<file path="config.mk">
export PLATFORM = sky130hd
export DESIGN_NAME = bresenham_line_raster_core
export DESIGN_NICKNAME = d
export VERILOG_FILES = /design/src/hw/rtl/blr_pkg.sv /design/src/hw/rtl/blr_front.sv /design/src/hw/rtl/blr_queue.sv /design/src/hw/rtl/blr_stepper.sv /design/src/hw/rtl/blr_pix_out.sv /design/src/hw/rtl/bresenham_line_raster_core.sv
export VERILOG_INCLUDE_DIRS = /design/src /design/src/hw/rtl
export SDC_FILE = /design/constraint.sdc
export NUM_CORES = 1
export LEC_CHECK = 0
export ABC_AREA = 0
export BUFFER_PORTS_ARGS = -buffer_cell sky130_fd_sc_hd__buf_4
export CORE_MARGIN = 4
export CORE_UTILIZATION = 60
export DETAILED_ROUTE_END_ITERATION = 12
export GPL_TIMING_DRIVEN = 0
export PLACE_DENSITY = 0.76
export SLEW_MARGIN = 10
export SYNTH_ARGS = -nofsm -noshare
export SYNTH_HDL_FRONTEND = slang
export SYNTH_HIERARCHICAL = 1
export SYNTH_SLANG_ARGS = --single-unit
</file>
<file path="constraint.sdc">
create_clock -name clk -period 15.3 [get_ports clk]
set_clock_uncertainty 0.1 [all_clocks]
set_input_delay 3.06 -clock clk [delete_from_list [all_inputs] [get_ports clk]]
set_output_delay 3.06 -clock clk [all_outputs]
set_load 0.1 [all_outputs]
</file>
<file path="src/hw/rtl/assert_macros.svh">
// Assertion macros used by the RTL file that carries concurrent checks.
`ifndef ASSERT_MACROS_SVH
`define ASSERT_MACROS_SVH

// Clocked check, off while reset is held.
`define BLR_ASSERT(label, prop, msg) \
  label: assert property (@(posedge clk) disable iff (!rst_n) prop) else $error(msg);

// Clocked check that also runs through reset.
`define BLR_ASSERT_ALWAYS(label, prop, msg) \
  label: assert property (@(posedge clk) prop) else $error(msg);

`endif

</file>
<file path="src/hw/rtl/blr_pkg.sv">
// Types and constants of the line rasterizer.
`timescale 1ns / 1ps
package blr_pkg;

  localparam int COORD_BITS = 12;
  localparam int DIM_BITS   = 12;
  localparam int COLOR_BITS = 16;
  localparam int ADDR_BITS  = 22;
  localparam int ERR_BITS   = COORD_BITS + 3;
  localparam int CMP_BITS   = (COORD_BITS > DIM_BITS) ? COORD_BITS : DIM_BITS;
  localparam int PROD_BITS  = COORD_BITS - 1 + DIM_BITS;
  localparam int SUM_BITS   = (PROD_BITS + 1 > ADDR_BITS) ? PROD_BITS + 1 : ADDR_BITS;

  localparam logic OP_START = 1'b0;
  localparam logic OP_STEP  = 1'b1;

  localparam logic REG_FRAME_WIDTH  = 1'b0;
  localparam logic REG_FRAME_HEIGHT = 1'b1;

  localparam logic [DIM_BITS-1:0] FRAME_WIDTH_RST  = 12'd480;
  localparam logic [DIM_BITS-1:0] FRAME_HEIGHT_RST = 12'd272;

  typedef logic signed [COORD_BITS-1:0] coord_t;
  typedef logic [DIM_BITS-1:0] dim_t;
  typedef logic [COLOR_BITS-1:0] color_t;

  typedef struct packed {
    logic   op;
    coord_t x_start;
    coord_t y_start;
    coord_t x_end;
    coord_t y_end;
    color_t color;
  } blr_in_t;

  typedef struct packed {
    coord_t                pixel_x;
    coord_t                pixel_y;
    color_t                pixel_color;
    logic                  on_screen;
    logic [ADDR_BITS-1:0]  pixel_addr;
    logic                  last_pixel;
  } blr_out_t;

  // Classified request with the line setup already worked out.
  typedef struct packed {
    logic                         op;
    coord_t                       x_start;
    coord_t                       y_start;
    coord_t                       x_end;
    coord_t                       y_end;
    logic [COORD_BITS-1:0]        delta_x;
    logic signed [COORD_BITS:0]   delta_y_neg;
    logic                         step_x_neg;
    logic                         step_y_neg;
    color_t                       color;
  } blr_cmd_t;

  typedef struct packed {
    coord_t x;
    coord_t y;
    color_t color;
    logic   last;
  } blr_pix_t;

  typedef struct packed {
    logic busy;
    logic emit;
    logic emit_last;
  } blr_step_stat_t;

endpackage

</file>
<file path="src/hw/rtl/blr_front.sv">
// Front end: classifies requests and computes line setup for start requests.
`timescale 1ns / 1ps
module blr_front
  import blr_pkg::*;
(
  input  logic     in_valid,
  input  blr_in_t  in_data,
  output logic     in_ready,
  output logic     cmd_valid,
  output blr_cmd_t cmd,
  input  logic     q_full
);

  logic signed [COORD_BITS:0] dx_raw;
  logic signed [COORD_BITS:0] dy_raw;
  logic signed [COORD_BITS:0] dx_neg;
  logic signed [COORD_BITS:0] dy_neg;

  assign dx_raw = {in_data.x_end[COORD_BITS-1], in_data.x_end}
                - {in_data.x_start[COORD_BITS-1], in_data.x_start};
  assign dy_raw = {in_data.y_end[COORD_BITS-1], in_data.y_end}
                - {in_data.y_start[COORD_BITS-1], in_data.y_start};
  assign dx_neg = -dx_raw;
  assign dy_neg = -dy_raw;

  assign in_ready  = !q_full;
  assign cmd_valid = in_valid;

  always_comb begin
    cmd             = '0;
    cmd.op          = in_data.op;
    cmd.x_start     = in_data.x_start;
    cmd.y_start     = in_data.y_start;
    cmd.x_end       = in_data.x_end;
    cmd.y_end       = in_data.y_end;
    cmd.color       = in_data.color;
    cmd.delta_x     = dx_raw[COORD_BITS] ? dx_neg[COORD_BITS-1:0] : dx_raw[COORD_BITS-1:0];
    cmd.delta_y_neg = dy_raw[COORD_BITS] ? dy_raw : dy_neg;
    // equal endpoints on an axis count as a negative step
    cmd.step_x_neg  = !(in_data.x_start < in_data.x_end);
    cmd.step_y_neg  = !(in_data.y_start < in_data.y_end);
  end

endmodule

</file>
<file path="src/hw/rtl/blr_queue.sv">
// Short request queue between the front end and the stepper.
`timescale 1ns / 1ps
module blr_queue
  import blr_pkg::*;
#(
  parameter int DEPTH = 2
) (
  input  logic     clk,
  input  logic     rst_n,
  input  logic     push_valid,
  input  blr_cmd_t push_data,
  output logic     full,
  output logic     pop_valid,
  output blr_cmd_t pop_data,
  input  logic     pop_ready
);

  localparam int PTR_BITS = (DEPTH > 1) ? $clog2(DEPTH) : 1;
  localparam int CNT_BITS = $clog2(DEPTH + 1);

  blr_cmd_t              mem [DEPTH];
  logic [PTR_BITS-1:0]   wr_ptr_r, wr_ptr_nxt;
  logic [PTR_BITS-1:0]   rd_ptr_r, rd_ptr_nxt;
  logic [CNT_BITS-1:0]   count_r, count_nxt;
  logic                  push, pop;

  assign full      = (count_r == CNT_BITS'(DEPTH));
  assign pop_valid = (count_r != '0);
  assign pop_data  = mem[rd_ptr_r];
  assign push      = push_valid && !full;
  assign pop       = pop_valid && pop_ready;

  always_comb begin
    wr_ptr_nxt = wr_ptr_r;
    rd_ptr_nxt = rd_ptr_r;
    count_nxt  = count_r;
    if (push) begin
      wr_ptr_nxt = (wr_ptr_r == PTR_BITS'(DEPTH - 1)) ? '0 : wr_ptr_r + 1'b1;
    end
    if (pop) begin
      rd_ptr_nxt = (rd_ptr_r == PTR_BITS'(DEPTH - 1)) ? '0 : rd_ptr_r + 1'b1;
    end
    if (push && !pop) begin
      count_nxt = count_r + 1'b1;
    end else if (pop && !push) begin
      count_nxt = count_r - 1'b1;
    end
  end

  always_ff @(posedge clk) begin
    if (!rst_n) begin
      wr_ptr_r <= '0;
      rd_ptr_r <= '0;
      count_r  <= '0;
    end else begin
      wr_ptr_r <= wr_ptr_nxt;
      rd_ptr_r <= rd_ptr_nxt;
      count_r  <= count_nxt;
    end
  end

  always_ff @(posedge clk) begin
    if (push) begin
      mem[wr_ptr_r] <= push_data;
    end
  end

endmodule

</file>
<file path="src/hw/rtl/blr_stepper.sv">
// Back end: holds the line state, emits the first pixel on a start request and advances one pixel per step request.
`timescale 1ns / 1ps
module blr_stepper
  import blr_pkg::*;
(
  input  logic           clk,
  input  logic           rst_n,
  input  logic           cmd_valid,
  input  blr_cmd_t       cmd,
  output logic           cmd_ready,
  output logic           pix_valid,
  output blr_pix_t       pix,
  input  logic           pix_ready,
  output blr_step_stat_t stat
);

  coord_t                      cur_x_r, cur_x_nxt;
  coord_t                      cur_y_r, cur_y_nxt;
  coord_t                      goal_x_r, goal_x_nxt;
  coord_t                      goal_y_r, goal_y_nxt;
  logic [COORD_BITS-1:0]       dx_r, dx_nxt;
  logic signed [COORD_BITS:0]  dyn_r, dyn_nxt;
  logic                        sxn_r, sxn_nxt;
  logic                        syn_r, syn_nxt;
  logic signed [ERR_BITS-1:0]  err_r, err_nxt;
  color_t                      color_r, color_nxt;
  logic                        busy_r, busy_nxt;
  logic                        pix_vld_r, pix_vld_nxt;
  blr_pix_t                    pix_r, pix_nxt;

  logic                        take;
  logic signed [ERR_BITS:0]    e2;
  logic signed [ERR_BITS:0]    dyn_e;
  logic signed [ERR_BITS:0]    dx_e;
  logic signed [ERR_BITS:0]    dyn_cmd_e;
  logic                        move_x, move_y;
  logic signed [ERR_BITS-1:0]  err_step;
  logic signed [ERR_BITS-1:0]  err_start;
  coord_t                      x_inc, y_inc;
  coord_t                      x_step, y_step;
  logic                        last_step, last_start;

  assign cmd_ready = !pix_vld_r || pix_ready;
  assign take      = cmd_valid && cmd_ready;

  assign e2        = {err_r, 1'b0};
  assign dyn_e     = {{(ERR_BITS - COORD_BITS){dyn_r[COORD_BITS]}}, dyn_r};
  assign dx_e      = {{(ERR_BITS + 1 - COORD_BITS){1'b0}}, dx_r};
  assign dyn_cmd_e = {{(ERR_BITS - COORD_BITS){cmd.delta_y_neg[COORD_BITS]}}, cmd.delta_y_neg};

  assign move_x = (e2 >= dyn_e);
  assign move_y = (e2 <= dx_e);

  assign err_step = err_r
                  + (move_x ? dyn_e[ERR_BITS-1:0] : '0)
                  + (move_y ? dx_e[ERR_BITS-1:0] : '0);
  assign err_start = {{(ERR_BITS - COORD_BITS){1'b0}}, cmd.delta_x}
                   + dyn_cmd_e[ERR_BITS-1:0];

  assign x_inc  = move_x ? (sxn_r ? '1 : COORD_BITS'(1)) : '0;
  assign y_inc  = move_y ? (syn_r ? '1 : COORD_BITS'(1)) : '0;
  assign x_step = cur_x_r + x_inc;
  assign y_step = cur_y_r + y_inc;

  assign last_step  = (x_step == goal_x_r) && (y_step == goal_y_r);
  assign last_start = (cmd.x_start == cmd.x_end) && (cmd.y_start == cmd.y_end);

  always_comb begin
    cur_x_nxt   = cur_x_r;
    cur_y_nxt   = cur_y_r;
    goal_x_nxt  = goal_x_r;
    goal_y_nxt  = goal_y_r;
    dx_nxt      = dx_r;
    dyn_nxt     = dyn_r;
    sxn_nxt     = sxn_r;
    syn_nxt     = syn_r;
    err_nxt     = err_r;
    color_nxt   = color_r;
    busy_nxt    = busy_r;
    pix_nxt     = pix_r;
    pix_vld_nxt = pix_vld_r && !pix_ready;
    if (take) begin
      case (cmd.op)
        OP_START: begin
          cur_x_nxt   = cmd.x_start;
          cur_y_nxt   = cmd.y_start;
          goal_x_nxt  = cmd.x_end;
          goal_y_nxt  = cmd.y_end;
          dx_nxt      = cmd.delta_x;
          dyn_nxt     = cmd.delta_y_neg;
          sxn_nxt     = cmd.step_x_neg;
          syn_nxt     = cmd.step_y_neg;
          err_nxt     = err_start;
          color_nxt   = cmd.color;
          busy_nxt    = !last_start;
          pix_nxt     = '{x: cmd.x_start, y: cmd.y_start, color: cmd.color, last: last_start};
          pix_vld_nxt = 1'b1;
        end
        OP_STEP: begin
          // a step with no line in progress is dropped
          if (busy_r) begin
            cur_x_nxt   = x_step;
            cur_y_nxt   = y_step;
            err_nxt     = err_step;
            busy_nxt    = !last_step;
            pix_nxt     = '{x: x_step, y: y_step, color: color_r, last: last_step};
            pix_vld_nxt = 1'b1;
          end
        end
        default: begin
          pix_vld_nxt = pix_vld_r && !pix_ready;
        end
      endcase
    end
  end

  always_ff @(posedge clk) begin
    if (!rst_n) begin
      busy_r    <= 1'b0;
      pix_vld_r <= 1'b0;
    end else begin
      busy_r    <= busy_nxt;
      pix_vld_r <= pix_vld_nxt;
    end
  end

  always_ff @(posedge clk) begin
    cur_x_r  <= cur_x_nxt;
    cur_y_r  <= cur_y_nxt;
    goal_x_r <= goal_x_nxt;
    goal_y_r <= goal_y_nxt;
    dx_r     <= dx_nxt;
    dyn_r    <= dyn_nxt;
    sxn_r    <= sxn_nxt;
    syn_r    <= syn_nxt;
    err_r    <= err_nxt;
    color_r  <= color_nxt;
    pix_r    <= pix_nxt;
  end

  assign pix_valid      = pix_vld_r;
  assign pix            = pix_r;
  assign stat.busy      = busy_r;
  assign stat.emit      = take && ((cmd.op == OP_START) || busy_r);
  assign stat.emit_last = (cmd.op == OP_START) ? last_start : last_step;

endmodule

</file>
<file path="src/hw/rtl/blr_pix_out.sv">
// Clip test and frame address: multiply stage, then add into the output register.
`timescale 1ns / 1ps
module blr_pix_out
  import blr_pkg::*;
(
  input  logic     clk,
  input  logic     rst_n,
  input  dim_t     frame_width,
  input  dim_t     frame_height,
  input  logic     pix_valid,
  input  blr_pix_t pix,
  output logic     pix_ready,
  output logic     out_valid,
  output blr_out_t out_data,
  input  logic     out_ready
);

  logic                  s1_vld_r, s1_vld_nxt;
  blr_pix_t              s1_pix_r;
  logic                  s1_on_r;
  logic [PROD_BITS-1:0]  s1_prod_r;
  logic                  s1_ready;
  logic                  s1_take;

  logic                  out_vld_r, out_vld_nxt;
  blr_out_t              out_r;
  logic                  out_take;

  logic                  on_c;
  logic [PROD_BITS-1:0]  prod_c;
  logic [SUM_BITS-1:0]   sum_c;

  assign on_c = !pix.x[COORD_BITS-1] && !pix.y[COORD_BITS-1]
             && (CMP_BITS'($unsigned(pix.x)) < CMP_BITS'(frame_width))
             && (CMP_BITS'($unsigned(pix.y)) < CMP_BITS'(frame_height));
  assign prod_c = PROD_BITS'(pix.y[COORD_BITS-2:0]) * PROD_BITS'(frame_width);

  assign sum_c = SUM_BITS'(s1_prod_r) + SUM_BITS'($unsigned(s1_pix_r.x));

  assign out_take  = s1_vld_r && s1_ready;
  assign s1_ready  = !out_vld_r || out_ready;
  assign pix_ready = !s1_vld_r || s1_ready;
  assign s1_take   = pix_valid && pix_ready;

  assign s1_vld_nxt  = s1_take || (s1_vld_r && !s1_ready);
  assign out_vld_nxt = out_take || (out_vld_r && !out_ready);

  always_ff @(posedge clk) begin
    if (!rst_n) begin
      s1_vld_r  <= 1'b0;
      out_vld_r <= 1'b0;
    end else begin
      s1_vld_r  <= s1_vld_nxt;
      out_vld_r <= out_vld_nxt;
    end
  end

  always_ff @(posedge clk) begin
    if (s1_take) begin
      s1_pix_r  <= pix;
      s1_on_r   <= on_c;
      s1_prod_r <= prod_c;
    end
    if (out_take) begin
      out_r.pixel_x     <= s1_pix_r.x;
      out_r.pixel_y     <= s1_pix_r.y;
      out_r.pixel_color <= s1_pix_r.color;
      out_r.on_screen   <= s1_on_r;
      out_r.pixel_addr  <= s1_on_r ? sum_c[ADDR_BITS-1:0] : '0;
      out_r.last_pixel  <= s1_pix_r.last;
    end
  end

  assign out_valid = out_vld_r;
  assign out_data  = out_r;

endmodule

</file>
<file path="src/hw/rtl/bresenham_line_raster_core.sv">
// Top level of the Bresenham line rasterizer with frame clipping.
//
//   port group   dir   handshake          payload
//   in_*         in    in_valid/in_ready  blr_in_t  (op, endpoints, color)
//   out_*        out   out_valid/out_ready blr_out_t (pixel, clip flag, address)
//   cfg_*        in    APB write/read     frame_width @0x0, frame_height @0x4
//
// One request per clock sustained while out_ready stays high; the stepper's
// combinational error update is the recurrence that sets this. A request passes
// through the queue, stepper register, multiply stage and output register.
// rst_n is synchronous: it empties the queue and pipeline and ends any line.
// A stalled out_ready fills the pixel stages, then the queue, then drops in_ready.
`timescale 1ns / 1ps
`include "assert_macros.svh"
module bresenham_line_raster_core
  import blr_pkg::*;
#(
  parameter int QUEUE_DEPTH = 2
) (
  input  logic        clk,
  input  logic        rst_n,
  input  logic        in_valid,
  output logic        in_ready,
  input  blr_in_t     in_data,
  output logic        out_valid,
  input  logic        out_ready,
  output blr_out_t    out_data,
  input  logic        cfg_psel,
  input  logic        cfg_penable,
  input  logic        cfg_pwrite,
  input  logic [2:0]  cfg_paddr,
  input  logic [31:0] cfg_pwdata,
  output logic [31:0] cfg_prdata,
  output logic        cfg_pready
);

  dim_t           frame_width_r, frame_width_nxt;
  dim_t           frame_height_r, frame_height_nxt;
  logic           cfg_wr;
  logic           cfg_sel;

  logic           front_vld;
  blr_cmd_t       front_cmd;
  logic           q_full;
  logic           q_vld;
  blr_cmd_t       q_cmd;
  logic           q_ready;
  logic           pix_vld;
  blr_pix_t       pix;
  logic           pix_ready;
  blr_step_stat_t step_stat;

  // register file
  assign cfg_pready = 1'b1;
  assign cfg_wr     = cfg_psel && cfg_penable && cfg_pwrite;
  assign cfg_sel    = cfg_paddr[2];

  always_comb begin
    frame_width_nxt  = frame_width_r;
    frame_height_nxt = frame_height_r;
    if (cfg_wr) begin
      case (cfg_sel)
        REG_FRAME_WIDTH:  frame_width_nxt  = cfg_pwdata[DIM_BITS-1:0];
        REG_FRAME_HEIGHT: frame_height_nxt = cfg_pwdata[DIM_BITS-1:0];
        default: begin
          frame_width_nxt = frame_width_r;
        end
      endcase
    end
  end

  always_comb begin
    case (cfg_sel)
      REG_FRAME_WIDTH:  cfg_prdata = 32'(frame_width_r);
      REG_FRAME_HEIGHT: cfg_prdata = 32'(frame_height_r);
      default:          cfg_prdata = '0;
    endcase
  end

  always_ff @(posedge clk) begin
    if (!rst_n) begin
      frame_width_r  <= FRAME_WIDTH_RST;
      frame_height_r <= FRAME_HEIGHT_RST;
    end else begin
      frame_width_r  <= frame_width_nxt;
      frame_height_r <= frame_height_nxt;
    end
  end

  blr_front u_front (
    .in_valid  (in_valid),
    .in_data   (in_data),
    .in_ready  (in_ready),
    .cmd_valid (front_vld),
    .cmd       (front_cmd),
    .q_full    (q_full)
  );

  blr_queue #(
    .DEPTH (QUEUE_DEPTH)
  ) u_queue (
    .clk        (clk),
    .rst_n      (rst_n),
    .push_valid (front_vld),
    .push_data  (front_cmd),
    .full       (q_full),
    .pop_valid  (q_vld),
    .pop_data   (q_cmd),
    .pop_ready  (q_ready)
  );

  blr_stepper u_stepper (
    .clk       (clk),
    .rst_n     (rst_n),
    .cmd_valid (q_vld),
    .cmd       (q_cmd),
    .cmd_ready (q_ready),
    .pix_valid (pix_vld),
    .pix       (pix),
    .pix_ready (pix_ready),
    .stat      (step_stat)
  );

  blr_pix_out u_pix_out (
    .clk          (clk),
    .rst_n        (rst_n),
    .frame_width  (frame_width_r),
    .frame_height (frame_height_r),
    .pix_valid    (pix_vld),
    .pix          (pix),
    .pix_ready    (pix_ready),
    .out_valid    (out_valid),
    .out_data     (out_data),
    .out_ready    (out_ready)
  );

  `BLR_ASSERT_ALWAYS(a_reset_clears_out, !rst_n |=> !out_valid, "output valid after reset")
  `BLR_ASSERT(a_last_ends_line, step_stat.emit && step_stat.emit_last |=> !step_stat.busy, "line still busy after last pixel")
  `BLR_ASSERT(a_offscreen_addr_zero, out_valid && !out_data.on_screen |-> out_data.pixel_addr == '0, "address set on off-screen pixel")
  `BLR_ASSERT(a_onscreen_nonneg, out_valid && out_data.on_screen |-> !out_data.pixel_x[COORD_BITS-1] && !out_data.pixel_y[COORD_BITS-1], "negative coordinate flagged on screen")

endmodule
</file>
==> run_results.csv <==
group,metric,value,unit
global_routing,grt_pass1_wl,103.4,mm
global_routing,grt_use_total,25.84,%
timing,finalHoldViolCount,0,
placed_design,placed_cell_area,30950,um^2
timing,fin_crit_sh,47.49,%
worst_setup_path,worst-path-max-fanout,10,
cts,hold_buffers,0,
timing,tns,0,ps
route,drt_iter0_drc,1208,
route,ant_nets,0,
timing,slew_headroom,29.03,%
global_routing,grt_max_degree,56,
worst_setup_path,cp.buffers_inverters,3,
route,drt-wirelength-per-cell,20.29,um
die,row_count,79,
route,routed_wl,65.50,mm
route,post_drt_via_cell_ratio,5.730,
worst_setup_path,critPathCaptureType,"output port",
cts,cts_buffer_depth,3,
timing,whs,312.5,ps
route,vias,18500,
cts,clk_latency,600,ps
worst_setup_path,crit_family,"buffers and inverters",
worst_setup_path,crit_chain,"buf_4, buf_2, mux2_2, buf_4",
placed_design,hpwl,50.09,mm
cts,cts.clk_slew.worst_paths,60,ps
finish,area_growth,13.01,%
placed_design,port_buffers,144,
logic_synthesis,synthCells,2355,
die,dieHeight,226.7,um
cts,postCtsSetupBuffers,0,
die,chipWidth,226.7,um
logic_synthesis,postSynthAreaPerCell,12.19,um^2
cts,cts_root_buf,"clkbuf_16",
cts,ctsResizeCount,0,
flow_run,drv_cap,0,
global_routing,overflow,0,
die,die-area,51400,um^2
cts,cts_max_level,2,
global_routing,grt_pass1_vias,19080,
worst_setup_path,crit_type,"input pin to output port",
worst_setup_path,path_common_cell,"buf_4",
timing,slew_violations,0,
worst_setup_path,critPathMaxStageDelay,400,ps
timing,rsz0062_at_grt,"false",
logic_synthesis,ys_warn_count,6,
logic_synthesis,netlist_area,28700,um^2
worst_setup_path,crit_path_top_delay_cell,"mux2_2",
route,drc,0,
finish,fin_nets,3000,
finish,finalInstanceArea,32440,um^2
worst_setup_path,startpoint_type,"input pin",
placed_design,gp_congestion,0.9137,
timing,setup_viol,0,
timing,fmax,137.6,MHz
timing,period_minus_slack,7266,ps
worst_setup_path,critPathArrivalTime,4110,ps
route,firstDrtPassIters,5,
global_routing,antenna_found_initial,0,
worst_hold_path,hp-class,"flip-flop to flip-flop",
cts,numClockSinks,468,
finish,diodes,0,
finish,post_route_cells_drive_above_1_share,16.94,%
worst_setup_path,cp.required,12140,ps
timing,worst_pin_slew,1065,ps
cts,cts_buffers,48,
die,io_pins,206,
die,initial_core_util,61.13,%
cts,cts_tree,"yes",
outcome,outcome,"finished, final reports clean",
die,core,46950,um^2
==> state kept, by name, indices dropped and copies added (netlist names), 2 cells and up, named ones only <==
| signal | count |
|---|---|
| u_stepper/cur_y_r | 12 |
| u_queue/mem | 184 |
| u_stepper/dyn_r | 13 |
| u_pix_out/s1_prod_r | 22 |
| u_stepper/goal_y_r | 12 |
| frame_height_r | 12 |
| u_stepper/dx_r | 12 |
| u_pix_out/out_data | 64 |
| u_stepper/color_r | 16 |
| u_stepper/cur_x_r | 12 |
| u_stepper/err_r | 15 |
| u_pix_out/s1_pix_r | 41 |
| u_queue/count_r | 2 |
| frame_width_r | 12 |
| u_stepper/pix | 17 |
| u_stepper/goal_x_r | 12 |
==> path summary, 6_finish.rpt <==
| check | start | endpoint | slack [ps] | cells past startpoint |
|---|---|---|---|---|
| max | cfg_paddr[2] | cfg_prdata[10] | 8030 | 4 |
| min | u_pix_out/s1_pix_r[8]$_DFFE_PP_ | u_pix_out/out_data[31]$_DFFE_PP_ | 310 | 0 |
| max reg2reg | u_stepper/cur_y_r[10]$_DFFE_PP_ | u_pix_out/s1_prod_r[21]$_DFFE_PP_ | 9050 | 17 |
| min reg2reg | u_pix_out/s1_pix_r[8]$_DFFE_PP_ | u_pix_out/out_data[31]$_DFFE_PP_ | 310 | 0 |
==> layer usage <==
| metal | track usage [%] | part of all wire [%] |
|---|---|---|
| met1 | 33.53 | 41 |
| met2 | 45.12 | 51 |
| met3 | 3.923 | 5.3 |
| met4 | 8.032 | 3.0 |
| met5 | 0 | 0 |
==> per-stage QoR <==
| step | setup slack [ps] | util [%] | cells |
|---|---|---|---|
| finish | 8034 | 69.08 | 3228 |
| global placement | 5768 | 65.20 | 3125 |
| floorplan | 7870 | - | 2374 |
| CTS | 8038 | 69.08 | 3228 |
| detailed placement | 8048 | 65.92 | 3139 |
| global route | 8004 | 69.08 | 3228 |
==> cell type report <==
cell class | instances | area [um^2]
timing repair buffer | 158 | 1379
fill | 3323 | 14520
clock buffer | 55 | 1227
inverter | 238 | 893.4
sequential | 468 | 13720
buffer | 154 | 985.9
tap | 607 | 759.5
clock inverter | 34 | 257.7
multi-input combinational | 1514 | 13210
==> cell usage in the layout (no fill, tap or decap), drive strengths merged, types with 13 or more instances in the layout <==
cell and n:
a31oi 14, fa 109, a21o 42, and3 13, o21ai 55, clkbuf 100
buf 267, clkinv 26, xor2 44, ha 202, mux2 138, mux2i 31
and2 92, o21a 19, nor2b 37, xnor2 101, conb 21, nor3 25
nand4 16, dfxtp 33, nand2 150, a21oi 79, or3 16, nand2b 13
nand3 28, inv 242, a211oi 18, nor2 99, edfxtp 435
Power is not shown: default switching activity piles up to over one toggle a cycle in this logic, so the estimate is an artifact.
